<file path="src/rtl/core/smjec_pkg.sv">
// ============================================================================
// smjec_pkg: shared types and constants for the shooter/jam escape controller
// Mode and jam state encodings, register indexes, reset values, field widths.
// ============================================================================
`default_nettype none

package smjec_pkg;

    localparam int TIME_W     = 32;
    localparam int CFG_IDX_W  = 3;
    localparam int CFG_DATA_W = 16;
    localparam int IN_DATA_W  = 88;
    localparam int OUT_DATA_W = 24;

    typedef enum logic [1:0] {
        MODE_RELAX  = 2'd0,
        MODE_MANUAL = 2'd1,
        MODE_AUTO   = 2'd2
    } gimbal_mode_t;

    typedef enum logic [1:0] {
        JAM_NORMAL    = 2'd0,
        JAM_BLOCKING  = 2'd1,
        JAM_REVERSING = 2'd2
    } jam_state_t;

    // configuration register indexes
    localparam logic [CFG_IDX_W-1:0] REG_REMOTE_TIMEOUT = 3'd0;
    localparam logic [CFG_IDX_W-1:0] REG_JAM_THRESHOLD  = 3'd1;
    localparam logic [CFG_IDX_W-1:0] REG_VALID_LIMIT    = 3'd2;
    localparam logic [CFG_IDX_W-1:0] REG_JAM_CONFIRM    = 3'd3;
    localparam logic [CFG_IDX_W-1:0] REG_REVERSE_DUR    = 3'd4;
    localparam logic [CFG_IDX_W-1:0] REG_AUTO_CONFIRM   = 3'd5;
    localparam logic [CFG_IDX_W-1:0] REG_FEED_SPEED     = 3'd6;
    localparam logic [CFG_IDX_W-1:0] REG_REVERSE_SPEED  = 3'd7;

    // register reset values
    localparam logic [15:0] RST_REMOTE_TIMEOUT = 16'd200;
    localparam logic [14:0] RST_JAM_THRESHOLD  = 15'd8500;
    localparam logic [15:0] RST_VALID_LIMIT    = 16'd30000;
    localparam logic [15:0] RST_JAM_CONFIRM    = 16'd150;
    localparam logic [15:0] RST_REVERSE_DUR    = 16'd200;
    localparam logic [3:0]  RST_AUTO_CONFIRM   = 4'd2;
    localparam logic [14:0] RST_FEED_SPEED     = 15'd10000;
    localparam logic [14:0] RST_REVERSE_SPEED  = 15'd2500;

    // one result item, packed lowest field in the lowest bits
    typedef struct packed {
        jam_state_t         jam_state_out;
        logic               angle_resync;
        logic signed [15:0] feeder_speed;
        logic               friction_on;
        logic               shooter_armed;
        gimbal_mode_t       gimbal_mode_out;
        logic               link_up;
    } result_t;

endpackage

`default_nettype wire

</file>
<file path="src/rtl/core/shooter_mode_jam_escape_ctrl_core.sv">
// ============================================================================
// shooter_mode_jam_escape_ctrl_core: shooter, gimbal mode and feeder jam escape
// One control tick per item in, one command item out.
// ============================================================================
`default_nettype none

// Each accepted tick is processed in the cycle it is accepted: the remote
// timeout check, button edge toggles, auto-fire confirmation counter and the
// feeder jam machine are evaluated in one pass and the command item lands in
// the output register, or in the one-entry skid stage behind it while the
// previous command still waits. One item per clock is sustained while the
// skid stage is empty; s_tready is low while it is full. Configuration
// writes take effect from the next accepted tick.
module shooter_mode_jam_escape_ctrl_core (
    input  wire                                   aclk,
    input  wire                                   aresetn,
    // configuration write port
    input  wire                                   cfg_wr_en,
    input  wire [smjec_pkg::CFG_IDX_W-1:0]        cfg_index,
    input  wire [smjec_pkg::CFG_DATA_W-1:0]       cfg_wdata,
    // tick input
    input  wire                                   s_tvalid,
    output logic                                  s_tready,
    // now_ms[31:0], remote_seen_ms[63:32], arm_key[64], relax_request[65],
    // mode_request[66], fire_request[67], reverse_request[68],
    // target_found[69], target_shoot[70], feeder_current[86:71], zero[87]
    input  wire [smjec_pkg::IN_DATA_W-1:0]        s_tdata,
    // command output
    output logic                                  m_tvalid,
    input  wire                                   m_tready,
    // link_up[0], gimbal_mode_out[2:1], shooter_armed[3],
    // friction_on[4], feeder_speed[20:5], angle_resync[21], jam_state_out[23:22]
    output logic [smjec_pkg::OUT_DATA_W-1:0]      m_tdata
);
    import smjec_pkg::*;

    // configuration registers
    logic [15:0] remote_timeout_reg;
    logic [14:0] jam_threshold_reg;
    logic [15:0] valid_limit_reg;
    logic [15:0] jam_confirm_reg;
    logic [15:0] reverse_dur_reg;
    logic [3:0]  auto_confirm_reg;
    logic [14:0] feed_speed_reg;
    logic [14:0] reverse_speed_reg;

    // controller state
    gimbal_mode_t      mode_reg,      mode_next;
    logic              armed_reg,     armed_next;
    logic              prev_arm_reg,  prev_arm_next;
    logic              prev_relax_reg, prev_relax_next;
    logic              prev_mode_reg, prev_mode_next;
    logic              synced_reg,    synced_next;
    logic [3:0]        confirm_reg,   confirm_next;
    jam_state_t        jam_reg,       jam_next;
    logic [TIME_W-1:0] jam_start_reg, jam_start_next;
    logic [TIME_W-1:0] rev_end_reg,   rev_end_next;

    // output register and skid stage
    logic    out_valid_reg;
    result_t out_data_reg;
    logic    skid_valid_reg;
    result_t skid_data_reg;
    result_t res;

    // input fields
    logic [TIME_W-1:0] now_ms;
    logic [TIME_W-1:0] seen_ms;
    logic              arm_key, relax_req, mode_req, fire_req, rev_req;
    logic              tgt_found, tgt_shoot;
    logic [15:0]       cur_raw;
    logic [16:0]       cur_mag;
    logic              accept;

    assign now_ms    = s_tdata[31:0];
    assign seen_ms   = s_tdata[63:32];
    assign arm_key   = s_tdata[64];
    assign relax_req = s_tdata[65];
    assign mode_req  = s_tdata[66];
    assign fire_req  = s_tdata[67];
    assign rev_req   = s_tdata[68];
    assign tgt_found = s_tdata[69];
    assign tgt_shoot = s_tdata[70];
    assign cur_raw   = s_tdata[86:71];

    // magnitude of the signed current, -32768 gives 32768
    assign cur_mag = cur_raw[15] ? (17'h10000 - {1'b0, cur_raw}) : {1'b0, cur_raw};

    assign s_tready = !skid_valid_reg;
    assign accept   = s_tvalid && s_tready;

    // configuration writes
    always_ff @(posedge aclk) begin
        if (!aresetn) begin
            remote_timeout_reg <= RST_REMOTE_TIMEOUT;
            jam_threshold_reg  <= RST_JAM_THRESHOLD;
            valid_limit_reg    <= RST_VALID_LIMIT;
            jam_confirm_reg    <= RST_JAM_CONFIRM;
            reverse_dur_reg    <= RST_REVERSE_DUR;
            auto_confirm_reg   <= RST_AUTO_CONFIRM;
            feed_speed_reg     <= RST_FEED_SPEED;
            reverse_speed_reg  <= RST_REVERSE_SPEED;
        end else if (cfg_wr_en) begin
            case (cfg_index)
                REG_REMOTE_TIMEOUT: remote_timeout_reg <= cfg_wdata;
                REG_JAM_THRESHOLD:  jam_threshold_reg  <= cfg_wdata[14:0];
                REG_VALID_LIMIT:    valid_limit_reg    <= cfg_wdata;
                REG_JAM_CONFIRM:    jam_confirm_reg    <= cfg_wdata;
                REG_REVERSE_DUR:    reverse_dur_reg    <= cfg_wdata;
                REG_AUTO_CONFIRM:   auto_confirm_reg   <= cfg_wdata[3:0];
                REG_FEED_SPEED:     feed_speed_reg     <= cfg_wdata[14:0];
                REG_REVERSE_SPEED:  reverse_speed_reg  <= cfg_wdata[14:0];
                default: ;
            endcase
        end
    end

    // tick evaluation
    always_comb begin
        logic [TIME_W-1:0] silence;
        logic [TIME_W-1:0] jam_age;
        logic              online;
        logic              feed_cmd;
        logic              resync;
        logic              jam_cur;
        logic [15:0]       speed;

        silence   = now_ms - seen_ms;
        jam_age   = now_ms - jam_start_reg;
        online    = !(silence > {{(TIME_W-16){1'b0}}, remote_timeout_reg});
        feed_cmd  = 1'b0;
        resync    = 1'b0;
        speed     = 16'd0;
        jam_cur   = (cur_mag > {2'b00, jam_threshold_reg}) &&
                    (cur_mag < {1'b0, valid_limit_reg});

        mode_next       = mode_reg;
        armed_next      = armed_reg;
        prev_arm_next   = prev_arm_reg;
        prev_relax_next = prev_relax_reg;
        prev_mode_next  = prev_mode_reg;
        synced_next     = synced_reg;
        confirm_next    = confirm_reg;
        jam_next        = jam_reg;
        jam_start_next  = jam_start_reg;
        rev_end_next    = rev_end_reg;

        if (!online) begin
            mode_next    = MODE_RELAX;
            armed_next   = 1'b0;
            synced_next  = 1'b0;
            confirm_next = 4'd0;
        end else begin
            // button edges
            if (arm_key && !prev_arm_reg)
                armed_next = !armed_reg;
            prev_arm_next = arm_key;

            if (relax_req && !prev_relax_reg) begin
                mode_next    = (mode_reg == MODE_RELAX) ? MODE_MANUAL : MODE_RELAX;
                synced_next  = 1'b0;
                confirm_next = 4'd0;
            end
            if (mode_req && !prev_mode_reg && mode_next != MODE_RELAX) begin
                mode_next    = (mode_next == MODE_MANUAL) ? MODE_AUTO : MODE_MANUAL;
                confirm_next = 4'd0;
            end
            prev_relax_next = relax_req;
            prev_mode_next  = mode_req;

            // angle resync and auto-fire confirmation
            if (mode_next != MODE_RELAX) begin
                if (!synced_next) begin
                    resync      = 1'b1;
                    synced_next = 1'b1;
                end
                if (mode_next == MODE_AUTO) begin
                    if (tgt_found && tgt_shoot) begin
                        if (confirm_next < auto_confirm_reg)
                            confirm_next = confirm_next + 4'd1;
                    end else begin
                        confirm_next = 4'd0;
                    end
                end
            end else begin
                confirm_next = 4'd0;
            end

            if (mode_next == MODE_MANUAL)
                feed_cmd = fire_req && armed_next;
            else if (mode_next == MODE_AUTO)
                feed_cmd = fire_req && armed_next && (confirm_next >= auto_confirm_reg);

            // feeder and jam machine
            if (rev_req) begin
                speed        = {1'b0, reverse_speed_reg};
                jam_next     = JAM_NORMAL;
                confirm_next = 4'd0;
            end else if (feed_cmd) begin
                if (jam_reg == JAM_REVERSING) begin
                    speed = {1'b0, reverse_speed_reg};
                    if (now_ms > rev_end_reg)
                        jam_next = JAM_NORMAL;
                end else begin
                    speed = 16'd0 - {1'b0, feed_speed_reg};
                    if (jam_cur) begin
                        if (jam_reg == JAM_NORMAL) begin
                            jam_next       = JAM_BLOCKING;
                            jam_start_next = now_ms;
                        end else if (jam_age > {{(TIME_W-16){1'b0}}, jam_confirm_reg}) begin
                            jam_next     = JAM_REVERSING;
                            rev_end_next = now_ms + {{(TIME_W-16){1'b0}}, reverse_dur_reg};
                        end
                    end else begin
                        jam_next = JAM_NORMAL;
                    end
                end
            end else begin
                jam_next = JAM_NORMAL;
            end
        end

        res.link_up         = online;
        res.gimbal_mode_out = mode_next;
        res.shooter_armed   = armed_next;
        res.friction_on     = online && armed_next;
        res.feeder_speed    = speed;
        res.angle_resync    = resync;
        res.jam_state_out   = jam_next;
    end

    // state update on each accepted tick
    always_ff @(posedge aclk) begin
        if (!aresetn) begin
            mode_reg       <= MODE_RELAX;
            armed_reg      <= 1'b0;
            prev_arm_reg   <= 1'b0;
            prev_relax_reg <= 1'b0;
            prev_mode_reg  <= 1'b0;
            synced_reg     <= 1'b0;
            confirm_reg    <= 4'd0;
            jam_reg        <= JAM_NORMAL;
            jam_start_reg  <= '0;
            rev_end_reg    <= '0;
        end else if (accept) begin
            mode_reg       <= mode_next;
            armed_reg      <= armed_next;
            prev_arm_reg   <= prev_arm_next;
            prev_relax_reg <= prev_relax_next;
            prev_mode_reg  <= prev_mode_next;
            synced_reg     <= synced_next;
            confirm_reg    <= confirm_next;
            jam_reg        <= jam_next;
            jam_start_reg  <= jam_start_next;
            rev_end_reg    <= rev_end_next;
        end
    end

    // output register with skid stage
    always_ff @(posedge aclk) begin
        if (!aresetn) begin
            out_valid_reg  <= 1'b0;
            skid_valid_reg <= 1'b0;
        end else begin
            if (!out_valid_reg || m_tready) begin
                if (skid_valid_reg) begin
                    out_valid_reg  <= 1'b1;
                    skid_valid_reg <= 1'b0;
                end else begin
                    out_valid_reg <= accept;
                end
            end else if (accept) begin
                skid_valid_reg <= 1'b1;
            end
        end
    end

    always_ff @(posedge aclk) begin
        if (!out_valid_reg || m_tready) begin
            if (skid_valid_reg)
                out_data_reg <= skid_data_reg;
            else if (accept)
                out_data_reg <= res;
        end
        if (accept && out_valid_reg && !m_tready)
            skid_data_reg <= res;
    end

    assign m_tvalid = out_valid_reg;
    assign m_tdata  = out_data_reg;

    // checks
    a_skid_behind_out: assert property (@(posedge aclk) disable iff (!aresetn)
        skid_valid_reg |-> out_valid_reg)
        else $error("skid item held with empty output register");

    a_offline_quiet: assert property (@(posedge aclk) disable iff (!aresetn)
        (out_valid_reg && !out_data_reg.link_up) |->
            (!out_data_reg.friction_on && out_data_reg.feeder_speed == 16'sd0 &&
             !out_data_reg.angle_resync && out_data_reg.gimbal_mode_out == MODE_RELAX))
        else $error("offline item drives shooter, feeder or gimbal");

    a_resync_not_relax: assert property (@(posedge aclk) disable iff (!aresetn)
        (out_valid_reg && out_data_reg.angle_resync) |->
            out_data_reg.gimbal_mode_out != MODE_RELAX)
        else $error("angle resync in relax mode");

    a_confirm_sat: assert property (@(posedge aclk) disable iff (!aresetn)
        (accept && confirm_reg <= auto_confirm_reg) |=>
            (confirm_reg <= auto_confirm_reg || $past(cfg_wr_en)))
        else $error("confirm counter passed its limit");

    a_stall_holds: assert property (@(posedge aclk) disable iff (!aresetn)
        (!s_tready) |-> (out_valid_reg && !$past(m_tready)))
        else $error("input stalled without a waiting output item");

endmodule

`default_nettype wire

</file>
<file path="config.mk">
export PLATFORM = sky130hd
export DESIGN_NAME = shooter_mode_jam_escape_ctrl_core
export DESIGN_NICKNAME = d
export VERILOG_FILES = /design/src/rtl/core/smjec_pkg.sv /design/src/rtl/core/shooter_mode_jam_escape_ctrl_core.sv
export SDC_FILE = /design/constraint.sdc
export NUM_CORES = 1
export LEC_CHECK = 0
export ABC_AREA = 0
export BUFFER_PORTS_ARGS = -buffer_cell sky130_fd_sc_hd__buf_2
export CORE_AREA = 2 2 193 176
export DETAILED_ROUTE_END_ITERATION = 7
export DIE_AREA = 0 0 195 178
export PLACE_DENSITY = 0.74
export SLEW_MARGIN = 25
export SYNTH_ARGS = -nofsm -noshare
export SYNTH_HDL_FRONTEND = slang
export SYNTH_SLANG_ARGS = --single-unit
</file>
<file path="constraint.sdc">
create_clock -name aclk -period 7.45 [get_ports aclk]
set_input_delay 1.49 -clock aclk [delete_from_list [all_inputs] [get_ports aclk]]
set_output_delay 1.49 -clock aclk [all_outputs]
set_load 0.1 [all_outputs]
</file>
==> Flow_metrics.wiki <==
{| class="wikitable"
! Metric !! Value
|-
| DRC violation count after routing || 0
|-
| Post-synthesis cell area || roughly 0.018 sq mm
|-
| Clk pin slew, worst setup/hold paths || approximately 0.060 ns
|-
| Transition time of the tightest slew-check pin || roughly 1.0 ns
|-
| Number of placed I/O pins || 138
|-
| Final-report hold violation count || 0
|-
| Area post-placement || 0.0187 sq mm
|-
| Post-Synthesis Net Count || around 2.6k
|-
| Vias post-DR || between 15k and 20k
|-
| CTS Root Cell || clkbuf_16
|-
| Layout filler cell count || 2945
|-
| Global-route wire length before repair || 79200 microns
|-
| PortBufs || 136
|-
| Hold/Removal Path Class || register to register
|-
| CTS max path bufs || 3
|-
| Number of violations of the max-capacitance limit || 0
|-
| Post-Route Hold Slack || 0.455 ns
|-
| Synth cell types || just over 90
|-
| Classification of the worst setup path || input pin to register
|-
| Remaining antenna violation count after routing || 0
|-
| Vias per std cell || around 6
|-
| Pins Over Slew Limit || 0
|-
| Initial core utilization || a little over half
|-
| Flip-flop and latch count after synthesis || ~240
|-
| Pin count of the biggest net entering global routing || 74
|-
| Part of the Yosys area used for sequential elements || 29.3%
|-
| Pre-CTS setup slack || 0.374 ns
|-
| Area of the core || about 0.033 sq mm
|-
| Post-route worst setup slack || 0.906 ns
|-
| Total power of the final layout || approximately 3.5 mW
|-
| Number of levels the H-tree was split into || 1
|-
| Post-DP HPWL || ~38000 microns
|-
| Initial antenna violation count || 3
|-
| Die Y || 178 microns
|-
| Final clock period utilization by the worst path || between 80% and 90%
|-
| Power density over the cells || 178 mW/mm^2
|-
| RSZ-0062 raised after global routing || false
|-
| Aggregate routed wire length || just under 50000 microns
|-
| CTS sink cnt || ~240
|-
| EDFF count, synth || 46
|-
| Number of hold buffers added after cts || 0
|-
| CTS resizes || 0
|-
| Setup skew after layout || around 0.033 ns
|-
| Final Critical Period || roughly 6.5 ns
|-
| Lkg Pwr || roughly 8.0 nW
|-
| CTS tree || done
|-
| Result of the run || finished clean
|-
| Post-CTS Setup Inserts || 0
|-
| Horizontal die dimension || 195 microns
|-
| Std-Cell Rows || between 60 and 70
|-
| Number of warnings reported in the yosys synthesis log || 0
|-
| Worst-skew pair later-pin latency || between 0.5 and 0.6 ns
|-
| P&R area growth vs syn || 9.87%
|-
| Most frequent standard cell in the layout excluding fill and tap cells || nand2_1
|-
| Share of synthesized registers carrying an async set or reset || 0%
|-
| Synthesized instance count || between 2k and 2.5k
|-
| Required time reported for the critical path endpoint || 7.82 ns
|-
| GP Congestion || 0.902
|-
| Number of buffers created by CTS || 26
|-
| Worst slew slack as a fraction of its limit || about a third
|-
| Highest achievable clock rate || around 150 MHz
|-
| Crit path launch type || input pin
|-
| Fraction of layout cells with a size suffix above 1 || 9.88%
|-
| Maximum fanout encountered on the critical timing path || 13
|-
| Total global routing overflow || 0
|-
| Kind of capture point of the worst setup path || register
|-
| Sum of negative setup slack || 0 ns
|-
| # setup viols final || 0
|-
| Die ar. || roughly 0.035 sq mm
|-
| Detailed Routing Iterations Pass 1 || 7
|-
| Final Net Count || 2636
|-
| Data arrival at the endpoint of the critical path || 6.91 ns
|-
| Starting DRC count in detailed routing || 1308
|-
| Commonest non-fill, non-tap cells in the layout || 385 x nand2_1, 216 x a21oi_1, 191 x dfxtp_1
|-
| Via count of the first global-routing pass || roughly 16k
|-
| Synthesized area per cell || 7.89 sq um
|-
| Global-route usage over all layers || between 20 and 30%
|-
| Maximum resistive drop on vdd || 0.146 mV
|-
| Mean routed wirelength per cell || around 18 microns
|-
| Total non-filler cell area in the finished layout || ~0.020 sq mm
|-
| Flip-flop cell with the highest count after synthesis || dfxtp_1
|}
==> routing by layer <==
metal	share of wire [%]	vias up	routed length, microns	global-route usage, %
li1	-	8180	-	-
met1	45	7797	22300	37.9
met2	45	573	22400	47.1
met3	7.3	81	3600	3.52
met4	2.6	2	1270	7.25
met5	0.026	-	13	0
==> critical path, stage by stage <==
cell and delay [ns]:
buf_2 0.11, inv_1 0.17, ha_1 0.21, inv_1 0.06
fa_1 0.43, a211oi_2 0.27, o21ai_2 0.15, a31oi_1 0.25
o21ai_0 0.14, xnor2_1 0.15, ha_1 0.29, nand3_1 0.10
nor4_1 0.35, and2_1 0.20, a31oi_1 0.09, a2111oi_0 0.35
o211ai_1 0.14, or4_1 0.56, or4_4 0.70, inv_2 0.10
nand2_1 0.25, o31ai_1 0.34
==> layout make-up <==
type	instances	area [sq um]	area share [%]
antenna	1	2.50	0.0128
clock buffer	31	689	3.51
clock inverter	17	221	1.13
inverter	190	716	3.65
multi-input combinational	1738	11500	58.5
sequential	238	5230	26.6
tap	422	528	2.69
timing repair buffer	145	761	3.88
==> power by group <==
group,switching (mW),internal [mW]
Clock,0.556,0.807
Combinational,0.510,0.274
Sequential,0.0120,1.34
Total,1.08,2.42
==> synthesized netlist by cell type, types with 10 or more instances <==
cell / count / area (sq um)
nand2_1: 385 / 1450
a21oi_1: 216 / 1080
dfxtp_1: 192 / 3840
inv_1: 187 / 702
ha_1: 182 / 2280
nor2_1: 148 / 556
mux2i_1: 83 / 831
clkbuf_1: 73 / 274
o21ai_0: 65 / 325
xnor2_1: 55 / 482
nand3_1: 50 / 250
edfxtp_1: 46 / 1380
nand4_1: 42 / 263
a21o_1: 39 / 293
xor2_1: 34 / 298
o211ai_1: 32 / 240
nor3_1: 31 / 155
o21a_1: 30 / 225
nand2b_1: 29 / 181
o31ai_1: 24 / 180
or3_1: 19 / 119
nor2b_1: 18 / 113
nor4_1: 17 / 106
a211oi_1: 15 / 113
and2_1: 14 / 87.6
buf_2: 14 / 70.1
a31oi_1: 12 / 75.1
and3_1: 12 / 75.1
a21boi_0: 11 / 82.6
and4_1: 10 / 87.6
o21bai_1: 10 / 75.1
==> path summary, 6_finish.rpt <==
| check | from | to | slack (ns) | cells past startpoint |
|---|---|---|---|---|
| hold / removal | rev_end_reg[11] | rev_end_reg[11] | 0.46 | 2 |
| setup reg to reg | prev_relax_reg | rev_end_reg[20] | 1.95 | 20 |
| setup / recovery | s_tdata[0] | m_tdata[9] | 0.91 | 22 |
| hold reg to reg | rev_end_reg[11] | rev_end_reg[11] | 0.46 | 2 |
==> through the flow <==
step	utilization (%)	cells
2_1_floorplan	-	2263
3_3_place_gp	57.3	2733
3_5_place_dp	57.3	2733
4_1_cts	60.1	2781
5_1_grt	60.1	2782
6_report	60.1	2782
==> cell families after synthesis <==
logic type	synth area share [%]
adder cells (fa/ha/maj)	13.1
buffers and inverters	6.62
AO/OA/AOI/OAI	20.4
multiplexers	4.91
XOR/XNOR	4.37
AND/OR/NAND/NOR	21.3
flip-flops	29.3
Power figures use the tool's default switching activity.
